==> src/hw/rtl/okrt_pkg.sv <==
// Shared constants, codes and record type for the ordered record table.
package okrt_pkg;

	// Table depth and derived widths
	localparam int DEPTH = 32;
	localparam int IDX_W = $clog2(DEPTH);
	localparam int OCC_W = $clog2(DEPTH + 1);

	// Request function codes
	localparam logic [2:0] FN_APPEND = 3'd0;
	localparam logic [2:0] FN_DELETE = 3'd1;
	localparam logic [2:0] FN_UPDATE = 3'd2;
	localparam logic [2:0] FN_LOOKUP = 3'd3;
	localparam logic [2:0] FN_DUMP   = 3'd4;
	localparam logic [2:0] FN_SCAN   = 3'd5;

	// Result status codes
	localparam logic [1:0] ST_OK        = 2'd0;
	localparam logic [1:0] ST_NOT_FOUND = 2'd1;
	localparam logic [1:0] ST_FULL      = 2'd2;
	localparam logic [1:0] ST_NONE      = 2'd3;

	// One stored record
	typedef struct packed {
		logic [15:0] key;
		logic [15:0] count;
	} rec_t;

endpackage

==> src/hw/rtl/okrt_cell.sv <==
// One storage cell of the record ring: loads its right-hand neighbour when shifted.
module okrt_cell (
	input  logic          clk,
	input  logic          shift,
	input  okrt_pkg::rec_t din,
	output okrt_pkg::rec_t dout
);

	okrt_pkg::rec_t rec_q;

	// Record payload, no reset needed
	always_ff @(posedge clk) begin
		if (shift) begin
			rec_q <= din;
		end
	end

	assign dout = rec_q;

endmodule

==> src/hw/rtl/okrt_ctrl.sv <==
// Sequencer for the record ring: walks each request over the head cell and forms results.
module okrt_ctrl (
	input  logic                          clk,
	input  logic                          arst_n,
	input  logic                          in_valid,
	output logic                          in_ready,
	input  logic [2:0]                    func,
	input  logic [15:0]                   search_key,
	input  logic [15:0]                   new_key,
	input  logic [15:0]                   new_count,
	input  logic [15:0]                   threshold,
	output logic                          out_valid,
	input  logic                          out_ready,
	output logic [1:0]                    status,
	output logic [15:0]                   rec_key,
	output logic [15:0]                   rec_count,
	output logic                          last,
	input  okrt_pkg::rec_t                head,
	output okrt_pkg::rec_t                push,
	output logic [okrt_pkg::DEPTH-1:0]    shift_en
);

	localparam int IDX_W = okrt_pkg::IDX_W;
	localparam int OCC_W = okrt_pkg::OCC_W;

	localparam logic [1:0] S_IDLE = 2'd0;
	localparam logic [1:0] S_ROT  = 2'd1;
	localparam logic [1:0] S_FIN  = 2'd2;

	logic [1:0]       state_q;
	logic [2:0]       func_q;
	logic [15:0]      skey_q;
	logic [15:0]      nkey_q;
	logic [15:0]      ncnt_q;
	logic [15:0]      thr_q;
	logic [OCC_W-1:0] occ_q;
	logic [IDX_W-1:0] step_q;
	logic [IDX_W-1:0] pos_q;
	logic             found_q;
	okrt_pkg::rec_t   frec_q;
	okrt_pkg::rec_t   hold_q;
	logic             have_q;
	logic             out_vld_q;
	logic [1:0]       status_q;
	logic [15:0]      key_q;
	logic [15:0]      count_q;
	logic             last_q;

	logic           adv;
	logic           in_rng;
	logic           hit;
	logic           qual;
	logic           is_srch;
	logic           is_list;
	logic           rot;
	logic           cls;
	logic           emit;
	okrt_pkg::rec_t new_rec;

	// Per-step decisions on the record at the head of the ring
	always_comb begin
		adv     = !out_vld_q || out_ready;
		in_rng  = OCC_W'(step_q) < occ_q;
		hit     = in_rng && !found_q && (head.key == skey_q);
		qual    = in_rng && ((func_q == okrt_pkg::FN_DUMP) || (head.count <= thr_q));
		is_srch = (func_q == okrt_pkg::FN_DELETE) || (func_q == okrt_pkg::FN_UPDATE) ||
			(func_q == okrt_pkg::FN_LOOKUP);
		is_list = (func_q == okrt_pkg::FN_DUMP) || (func_q == okrt_pkg::FN_SCAN);
		new_rec = '{key: nkey_q, count: ncnt_q};
		push    = head;
		if ((func_q == okrt_pkg::FN_APPEND) && (OCC_W'(step_q) == occ_q)) begin
			push = new_rec;
		end
		if ((func_q == okrt_pkg::FN_UPDATE) && hit) begin
			push = new_rec;
		end
		rot = (state_q == S_ROT) && adv;
		cls = (state_q == S_FIN) && adv && (func_q == okrt_pkg::FN_DELETE) && found_q;
		// a result is loaded mid-walk for a held list record, or at the finish
		emit = (rot && is_list && qual && have_q) || ((state_q == S_FIN) && adv);
		for (int i = 0; i < okrt_pkg::DEPTH; i++) begin
			shift_en[i] = rot || (cls && (IDX_W'(i) >= pos_q));
		end
	end

	// Request capture, ring walk and result register
	always_ff @(posedge clk or negedge arst_n) begin
		if (!arst_n) begin
			state_q   <= S_IDLE;
			func_q    <= okrt_pkg::FN_APPEND;
			skey_q    <= '0;
			nkey_q    <= '0;
			ncnt_q    <= '0;
			thr_q     <= '0;
			occ_q     <= '0;
			step_q    <= '0;
			pos_q     <= '0;
			found_q   <= 1'b0;
			frec_q    <= '0;
			hold_q    <= '0;
			have_q    <= 1'b0;
			out_vld_q <= 1'b0;
			status_q  <= okrt_pkg::ST_OK;
			key_q     <= '0;
			count_q   <= '0;
			last_q    <= 1'b0;
		end else begin
			if (emit) begin
				out_vld_q <= 1'b1;
			end else if (out_ready) begin
				out_vld_q <= 1'b0;
			end
			unique case (state_q)
				S_IDLE: begin
					// unused function codes are dropped without a result
					if (in_valid && (func <= okrt_pkg::FN_SCAN)) begin
						func_q  <= func;
						skey_q  <= search_key;
						nkey_q  <= new_key;
						ncnt_q  <= new_count;
						thr_q   <= threshold;
						step_q  <= '0;
						found_q <= 1'b0;
						have_q  <= 1'b0;
						state_q <= S_ROT;
					end
				end
				S_ROT: begin
					if (adv) begin
						if (is_srch && hit) begin
							found_q <= 1'b1;
							pos_q   <= step_q;
							frec_q  <= (func_q == okrt_pkg::FN_UPDATE) ? new_rec : head;
						end
						// one-record lookahead so the final result carries last
						if (is_list && qual) begin
							if (have_q) begin
								status_q  <= okrt_pkg::ST_OK;
								key_q     <= hold_q.key;
								count_q   <= hold_q.count;
								last_q    <= 1'b0;
							end
							hold_q <= head;
							have_q <= 1'b1;
						end
						step_q <= step_q + 1'b1;
						if (step_q == IDX_W'(okrt_pkg::DEPTH - 1)) begin
							state_q <= S_FIN;
						end
					end
				end
				S_FIN: begin
					if (adv) begin
						last_q    <= 1'b1;
						state_q   <= S_IDLE;
						if (func_q == okrt_pkg::FN_APPEND) begin
							if (occ_q >= OCC_W'(okrt_pkg::DEPTH)) begin
								status_q <= okrt_pkg::ST_FULL;
								key_q    <= '0;
								count_q  <= '0;
							end else begin
								status_q <= okrt_pkg::ST_OK;
								key_q    <= nkey_q;
								count_q  <= ncnt_q;
								occ_q    <= occ_q + 1'b1;
							end
						end else if (is_srch) begin
							if (found_q) begin
								status_q <= okrt_pkg::ST_OK;
								key_q    <= frec_q.key;
								count_q  <= frec_q.count;
								if (func_q == okrt_pkg::FN_DELETE) begin
									occ_q <= occ_q - 1'b1;
								end
							end else begin
								status_q <= okrt_pkg::ST_NOT_FOUND;
								key_q    <= '0;
								count_q  <= '0;
							end
						end else begin
							if (have_q) begin
								status_q <= okrt_pkg::ST_OK;
								key_q    <= hold_q.key;
								count_q  <= hold_q.count;
							end else begin
								status_q <= okrt_pkg::ST_NONE;
								key_q    <= '0;
								count_q  <= '0;
							end
						end
					end
				end
				default: begin
					state_q <= S_IDLE;
				end
			endcase
		end
	end

	assign in_ready  = (state_q == S_IDLE);
	assign out_valid = out_vld_q;
	assign status    = status_q;
	assign rec_key   = key_q;
	assign rec_count = count_q;
	assign last      = last_q;

endmodule

==> src/hw/rtl/ordered_keyed_record_table.sv <==
// Top level of the ordered keyed record table: sequencer plus a ring of record cells.
//
// Requests enter on in_valid/in_ready with func, search_key, new_key, new_count
// and threshold; results leave on out_valid/out_ready with status, rec_key,
// rec_count and last. last marks the final result of a request.
// Records sit in a ring of DEPTH cells; cell 0 is the head. Every request with a
// used code walks the whole ring once, one record per cycle while the result
// register is not stalled, each record re-entering at the tail, so it returns in
// place. A delete then closes its gap at the finish step. A request is accepted,
// walked over the ring and finished; in_ready is high only between requests, so
// no new request is taken before the last is done. Dump and scan results appear
// during the walk, each loaded when the next qualifying record is seen, the last
// at the finish. Unused function codes are accepted and dropped with no result.
// A stalled receiver holds the result register, which halts the walk until it
// drains. Reset empties the table and clears any request in progress.
module ordered_keyed_record_table (
	input  logic        clk,
	input  logic        arst_n,
	input  logic        in_valid,
	output logic        in_ready,
	input  logic [2:0]  func,
	input  logic [15:0] search_key,
	input  logic [15:0] new_key,
	input  logic [15:0] new_count,
	input  logic [15:0] threshold,
	output logic        out_valid,
	input  logic        out_ready,
	output logic [1:0]  status,
	output logic [15:0] rec_key,
	output logic [15:0] rec_count,
	output logic        last
);

	okrt_pkg::rec_t                cell_q [okrt_pkg::DEPTH];
	okrt_pkg::rec_t                push;
	logic [okrt_pkg::DEPTH-1:0]    shift_en;

	// Sequencer
	okrt_ctrl u_ctrl (
		.clk        (clk),
		.arst_n     (arst_n),
		.in_valid   (in_valid),
		.in_ready   (in_ready),
		.func       (func),
		.search_key (search_key),
		.new_key    (new_key),
		.new_count  (new_count),
		.threshold  (threshold),
		.out_valid  (out_valid),
		.out_ready  (out_ready),
		.status     (status),
		.rec_key    (rec_key),
		.rec_count  (rec_count),
		.last       (last),
		.head       (cell_q[0]),
		.push       (push),
		.shift_en   (shift_en)
	);

	// Ring of cells: each loads from its right neighbour, the tail from the sequencer
	for (genvar i = 0; i < okrt_pkg::DEPTH; i++) begin : g_cell
		if (i == okrt_pkg::DEPTH - 1) begin : g_tail
			okrt_cell u_cell (
				.clk   (clk),
				.shift (shift_en[i]),
				.din   (push),
				.dout  (cell_q[i])
			);
		end else begin : g_body
			okrt_cell u_cell (
				.clk   (clk),
				.shift (shift_en[i]),
				.din   (cell_q[i+1]),
				.dout  (cell_q[i])
			);
		end
	end

endmodule

==> config.mk <==
export PLATFORM = sky130hd
export DESIGN_NAME = ordered_keyed_record_table
export DESIGN_NICKNAME = d
export VERILOG_FILES = /design/src/hw/rtl/okrt_pkg.sv /design/src/hw/rtl/okrt_cell.sv /design/src/hw/rtl/okrt_ctrl.sv /design/src/hw/rtl/ordered_keyed_record_table.sv
export SDC_FILE = /design/constraint.sdc
export NUM_CORES = 1
export LEC_CHECK = 0
export BUFFER_PORTS_ARGS = -buffer_cell sky130_fd_sc_hd__buf_2
export CAP_MARGIN = 10
export CORE_ASPECT_RATIO = 1.1
export CORE_MARGIN = 3
export CORE_UTILIZATION = 54
export CTS_CLUSTER_SIZE = 30
export DETAILED_ROUTE_END_ITERATION = 10
export GPL_ROUTABILITY_DRIVEN = 0
export PLACE_DENSITY = 0.72
export SKIP_CTS_REPAIR_TIMING = 1
export SYNTH_ARGS = -nofsm -noshare
export SYNTH_HDL_FRONTEND = slang
export SYNTH_SLANG_ARGS = --single-unit
==> constraint.sdc <==
create_clock -name clk -period 12.8 [get_ports clk]
set_input_delay 1.28 -clock clk [delete_from_list [all_inputs] [get_ports clk]]
set_output_delay 1.28 -clock clk [all_outputs]
set_load 0.01 [all_outputs]
=== Word level (Yosys, flattened, before mapping) ===
Cells that the tools add are included.

* Equality and inequality tests: 18
* Add/subtract/negate cells: 3
* Multiplexer cells: 60
* Reduce and logical (&&, ||, !) cells: 104
* Magnitude comparators: 36

{| class="wikitable"
|+ Operator list
! operator !! count
|-
| 16-bit two-way mux || 18
|-
| 32-bit two-way mux || 3
|-
| 5-bit >= comparator, first input constant || 16
|-
| 16-bit one-hot mux with 2 select lines || 2
|-
| 1-bit logical AND || 47
|-
| 4-bit by 5-bit >= comparator with 1-bit output, first input constant || 8
|-
| 1-bit logical OR || 38
|-
| 6-bit two-way mux || 5
|-
| 2-bit two-way mux || 12
|-
| 3-bit by 5-bit >= comparator with 1-bit output, first input constant || 4
|-
| 16-bit equality test || 1
|-
| 16-bit less-or-equal comparator || 1
|-
| 1-bit two-way mux || 12
|-
| 4-bit AND reduction || 3
|-
| 2-bit nonzero test || 6
|-
| 1-bit by 5-bit >= comparator with 1-bit output, first input constant || 2
|-
| 2-bit by 5-bit >= comparator with 1-bit output, first input constant || 2
|-
| 5-bit two-way mux || 2
|-
| 5-bit one-hot mux with 2 select lines || 1
|-
| 3-bit AND reduction || 3
|-
| 2-bit by 1-bit != test with 1-bit output, second input constant || 4
|-
| 2-bit != test, second input constant || 4
|-
| 6-bit by 1-bit adder with 6-bit output, second input constant || 1
|-
| 3-bit by 2-bit equality test with 1-bit output, second input constant || 2
|-
| other kinds (20) || 24
|}

* Word-level logic and storage cells: 305
* Input bits: 71
* Flip-flop bits (word level): 1211

=== Depth between registers and ports, before layout ===
* Word-level depth: 8
* Gate-level depth with buffers: 10
* Depth with buffers taken out: 9

=== Cells and area by module ===
Synthesis repeated with hierarchy kept, for this count alone.

* Cells, all modules: 1885
* Area, all modules: 40497.6 sq um

{| class="wikitable"
|+ Modules (own cells, without submodules)
! module !! sequential area each (sq um) !! cells each !! times used !! area each (sq um)
|-
| okrt_cell || 960.9 || 32 || 32 || 960.9
|-
| okrt_ctrl || 4679.5 || 861 || 1 || 9748.1
|}

=== Least setup slack after synthesis ===
OpenSTA, ideal clock, no wires.

* Path kind: input -> register
* Start point: in out_ready
* End point: reg g_cell[0].g_body.u_cell.rec_q (netlist bit g_cell[0].g_body.u_cell.dout[0]) (enable)
* Setup time: 0.470 ns
* Path buffers: 0
* Cell stages on the path: 6
* Slack: 7.832 ns
* Arrival: 4.498 ns
* Required time: 12.330 ns
* Path through: nor2b_1 -> nor2_2 -> nand4_1 -> nor2_1 -> nand2_1 -> o31ai_1

* Cells in the longest elaborated chain, start to end: 6
* Elaborated cells on any way between the ends: 7
* Classes of those cells: reduce/logical: 7

{| class="wikitable"
|+ Ends and longest elaborated chain
! what !! line !! RTL
|-
| from (decl) || ordered_keyed_record_table.sv:27 || <nowiki>input logic out_ready,</nowiki>
|-
| 1-bit logical OR * || okrt_ctrl.sv:62 || <nowiki>adv = !out_vld_q || out_ready;</nowiki>
|-
| 1-bit logical AND (3 in a row) || okrt_ctrl.sv:78 || <nowiki>cls = (state_q == S_FIN) && adv && (func_q == okrt_pkg::FN_DELETE) && found_q;</nowiki>
|-
| 1-bit logical AND || okrt_ctrl.sv:82 || <nowiki>shift_en[i] = rot || (cls && (IDX_W'(i) >= pos_q));</nowiki>
|-
| 1-bit logical OR * || okrt_ctrl.sv:82 ||
|-
| via g_cell[0].g_body.u_cell.shift || okrt_cell.sv:4 || <nowiki>input logic shift,</nowiki>
|-
| to (signal assigned) || okrt_cell.sv:14 || <nowiki>rec_q <= din;</nowiki>
|-
| to (decl) || okrt_cell.sv:9 || <nowiki>okrt_pkg::rec_t rec_q;</nowiki>
|}

Mark *: on every way through the listed nets, which the timed path passes. The rest lies on a longest branch.
A chain may end at the register's enable or synchronous reset.

=== Worst setup path after layout ===
* Start point: reg u_ctrl.state_q[0]
* End point: reg g_cell[21].g_body.u_cell.rec_q (netlist bit g_cell[21].g_body.u_cell.dout[19]) (enable)

* Cells in the longest elaborated chain, start to end: 6
* Elaborated cells on any way between the ends: 8
* Classes of those cells: eq/ne: 2; reduce/logical: 6

{| class="wikitable"
|+ Ends and longest elaborated chain
! what !! line !! RTL
|-
| from (decl) || okrt_ctrl.sv:30 || <nowiki>logic [1:0] state_q;</nowiki>
|-
| from (signal assigned) || okrt_ctrl.sv:89 || <nowiki>state_q <= S_IDLE;</nowiki>
|-
| from (signal assigned) || okrt_ctrl.sv:125 || <nowiki>state_q <= S_ROT;</nowiki>
|-
| from (signal assigned) || okrt_ctrl.sv:148 || <nowiki>state_q <= S_FIN;</nowiki>
|-
| 2-bit equality test || okrt_ctrl.sv:78 ||
|-
| 1-bit logical AND (3 in a row) || okrt_ctrl.sv:78 ||
|-
| 1-bit logical AND || okrt_ctrl.sv:82 ||
|-
| 1-bit logical OR * || okrt_ctrl.sv:82 ||
|-
| via g_cell[21].g_body.u_cell.shift || okrt_cell.sv:4 ||
|-
| to (signal assigned) || okrt_cell.sv:14 ||
|-
| to (decl) || okrt_cell.sv:9 ||
|}

Marked as above.

==> flow_summary_export.csv <==
group,metric,value,unit
yosys,ys_async_sr_fraction,0.154,
power_and_ir_drop,irDropWorstVdd,158,µV
final_layout,final_cell_area,46400,µm²
yosys,synth_nets,2077,
final_layout,layout-drive-gt1-share,0.214,
timing,period_share,0.290,
floorplanning,ios,108,
yosys,synth_top_area_share,0.752,
timing,tightest_slew,1.21,ns
yosys,ys_types,62,
yosys,ys.flop_type,"edfxtp_1",
placement,place_ws,8.46,ns
outcome,status,"completed",
setup_path,ff2ff_setup_slack,9.09,ns
yosys,yosys_warnings,0,
placement,dp.final_hpwl,45700,µm
clock_tree,cts_tree,"yes",
placement,numPortBuffers,107,
yosys,synth_seq_cells,1211,
yosys,ys_seq_area_frac,0.867,
clock_tree,clk-insertion-delay-late,0.69,ns
yosys,post-synth-top-area-cell,"edfxtp_1",
setup_path,path_buf_inv,1,
setup_path,worstPathCellList,"nand2b_1, nor2_2, buf_4, nand3_1, nor2_1, a21oi_1, a31oi_4",
timing,slew_headroom,0.194,
timing,setup_viol,0,
grt,grt_max_degree,109,
timing,finalWorstSetupSlack,9.09,ns
yosys,synth-edff-count,1024,
setup_path,worstPathArrival,3.99,ns
worst_hold_path,hold_path_class,"reg2reg",
clock_tree,numCtsBuffers,110,
yosys,synth_cells,1978,
grt,grt_usage,0.195,
power_and_ir_drop,power.density,292,nW/µm²
setup_path,cp.required,13.07,ns
yosys,yosysMostFrequentCell,"edfxtp_1",
grt,antenna_found_initial,2,
setup_path,slowest_delay,0.92,ns
timing,skew,0.0352,ns
grt,grt_remaining_overflow,0,
clock_tree,path_clk_slew,0.07,ns
final_layout,area_delta_synth_final,13.6,%
power_and_ir_drop,p_leak,17.3,nW
setup_path,cp_top_family,"simple AND/OR/NAND/NOR gates",
route,drtIter0Drc,1685,
route,vias,18100,
route,drc_errors,0,
setup_path,cp.depth,7,
setup_path,crit_path_max_fanout,35,
route,vias_per_cell,5.63,
yosys,synth_area,40900,µm²
timing,layout_min_cycle_time,3.71,ns
placement,dpl-instance-area,42700,µm²
clock_tree,clockBufferDepth,3,
route,ant_nets,0,
setup_path,cp-end-kind,"register",
route,wl,75200,µm
timing,fmax,269,MHz
setup_path,slowest_stage,"a31oi_4",
timing,rsz0062_at_grt,"false",
setup_path,cp-start-kind,"register",
floorplanning,die-area,79000,µm²
run,maxCapViolations,0,
floorplanning,coreArea,74800,µm²
grt,grt_pass1_wl,114000,µm
timing,finalHoldViolations,0,
setup_path,critPathKind,"reg2reg",
final_layout,nets,2272,
yosys,syn_avg_cell_area,20.7,µm²
clock_tree,clock_sinks,1211,
floorplanning,row_count,105,
floorplanning,die_y,295,µm
worst_hold_path,hold_depth,0,
grt,first_global_vias,18500,
yosys,synthTopCellsByCount,"1024 x edfxtp_1, 187 x dfrtp_1, 174 x nand2_1",
floorplanning,die_x,268,µm
yosys,ys_top_cells_by_area,"edfxtp_1 75%, dfrtp_1 11%, mux2_2 2.9%",
route,post_drt_wl_per_cell,23.4,µm
timing,tns,0,ns
route,dr.pass1.iters,6,
timing,maxSlewViolCount,0,
clock_tree,htreeDepth,3,
clock_tree,root_buffer,"clkbuf_16",
setup_path,reg2regPathDepth,7,
floorplanning,start_util,0.547,
-- layer usage --
layer	GRT usage	vias to the layer above	wire (µm)
li1	-	8010	-
met2	0.324	642	38200
met1	0.254	9347	29200
met4	0.0581	2	1650
met3	0.0519	117	6120
met5	0	-	13
-- kinds of logic after synthesis --
family	count (synthesis)	share of synthesized area
buf+inv	91	0.0109
compound gates	202	0.0369
xor+xnor	23	0.00493
mux	137	0.0404
fa+ha+maj	28	0.00876
flops	1211	0.867
simple gates	286	0.0311
-- worst paths after layout --
kind | from | end
hold / removal | g_cell[15].g_body.u_cell.dout[18] | g_cell[14].g_body.u_cell.dout[18]
setup / recovery | u_ctrl.state_q[0] | g_cell[21].g_body.u_cell.dout[19]
min in group asynchronous | arst_n | u_ctrl.ncnt_q[0]
max in group asynchronous | arst_n | u_ctrl.skey_q[15]
hold reg to reg | g_cell[15].g_body.u_cell.dout[18] | g_cell[14].g_body.u_cell.dout[18]
setup reg to reg | u_ctrl.state_q[0] | g_cell[21].g_body.u_cell.dout[19]
-- cell type report --
type	count	area, µm²
Sequential cell	1211	35400
Fill cell	4872	28300
Multi-Input combinational cell	676	5150
Clock buffer	125	2830
Tap cell	963	1200
Timing Repair Buffer	147	885
Clock inverter	67	836
Inverter	27	101
Antenna cell	1	2.50
-- power by group --
| part | switching [W] | total [W] | internal, W | leakage (nW) |
|---|---|---|---|---|
| combinational | 0.00132 | 0.00200 | 0.000678 | 2.88 |
| clock | 0.00143 | 0.00332 | 0.00190 | 1.78 |
| sequential | 0.00104 | 0.00824 | 0.00720 | 12.6 |
| total | 0.00378 | 0.0136 | 0.00978 | 17.3 |
-- stage by stage --
stage,util,total power [W],cells,hold slack [ns]
2_1_floorplan,-,0.00913,1978,0.400
3_3_place_gp,0.571,0.0100,3022,0.400
3_5_place_dp,0.571,0.0102,3022,0.405
4_1_cts,0.620,0.0137,3214,0.386
5_1_grt,0.621,0.0142,3216,0.393
6_report,0.621,0.0136,3217,0.388
-- sequential cells by signal, indices dropped and copies added (netlist names), 16 cells and up --
signal	count
u_ctrl.thr_q	16
u_ctrl.rec_count	16
u_ctrl.hold_q	32
u_ctrl.ncnt_q	16
u_ctrl.rec_key	16
u_ctrl.nkey_q	16
g_cell.g_tail.u_cell.dout	32
u_ctrl.frec_q	32
u_ctrl.skey_q	16
g_cell.g_body.u_cell.dout	992
-- layout by cell type (no fill, tap or decap), types with 4 or more instances in the layout --
cell	synthesis	routed
edfxtp_1	1024	1024
o21ai_2	0	15
clkbuf_1	36	14
nand2b_1	5	5
xor2_1	21	21
clkinvlp_4	0	6
o21ai_0	33	18
a22o_1	32	32
inv_1	26	26
dfrtp_1	187	187
a31oi_1	34	32
nand3_1	9	8
mux2_4	29	29
mux2_2	107	107
and3_1	6	6
a22oi_1	31	31
nor3_1	8	8
nor2b_1	6	6
buf_4	0	38
clkinv_2	0	20
a221o_1	32	32
a21o_1	4	4
nor2_1	52	52
nand2_1	174	171
clkinv_1	1	17
or3_1	4	4
clkbuf_16	0	111
ha_1	27	27
a21oi_1	15	15
bufinv_16	0	15
buf_2	19	106
Note: power is estimated with default switching activity, not from simulation.
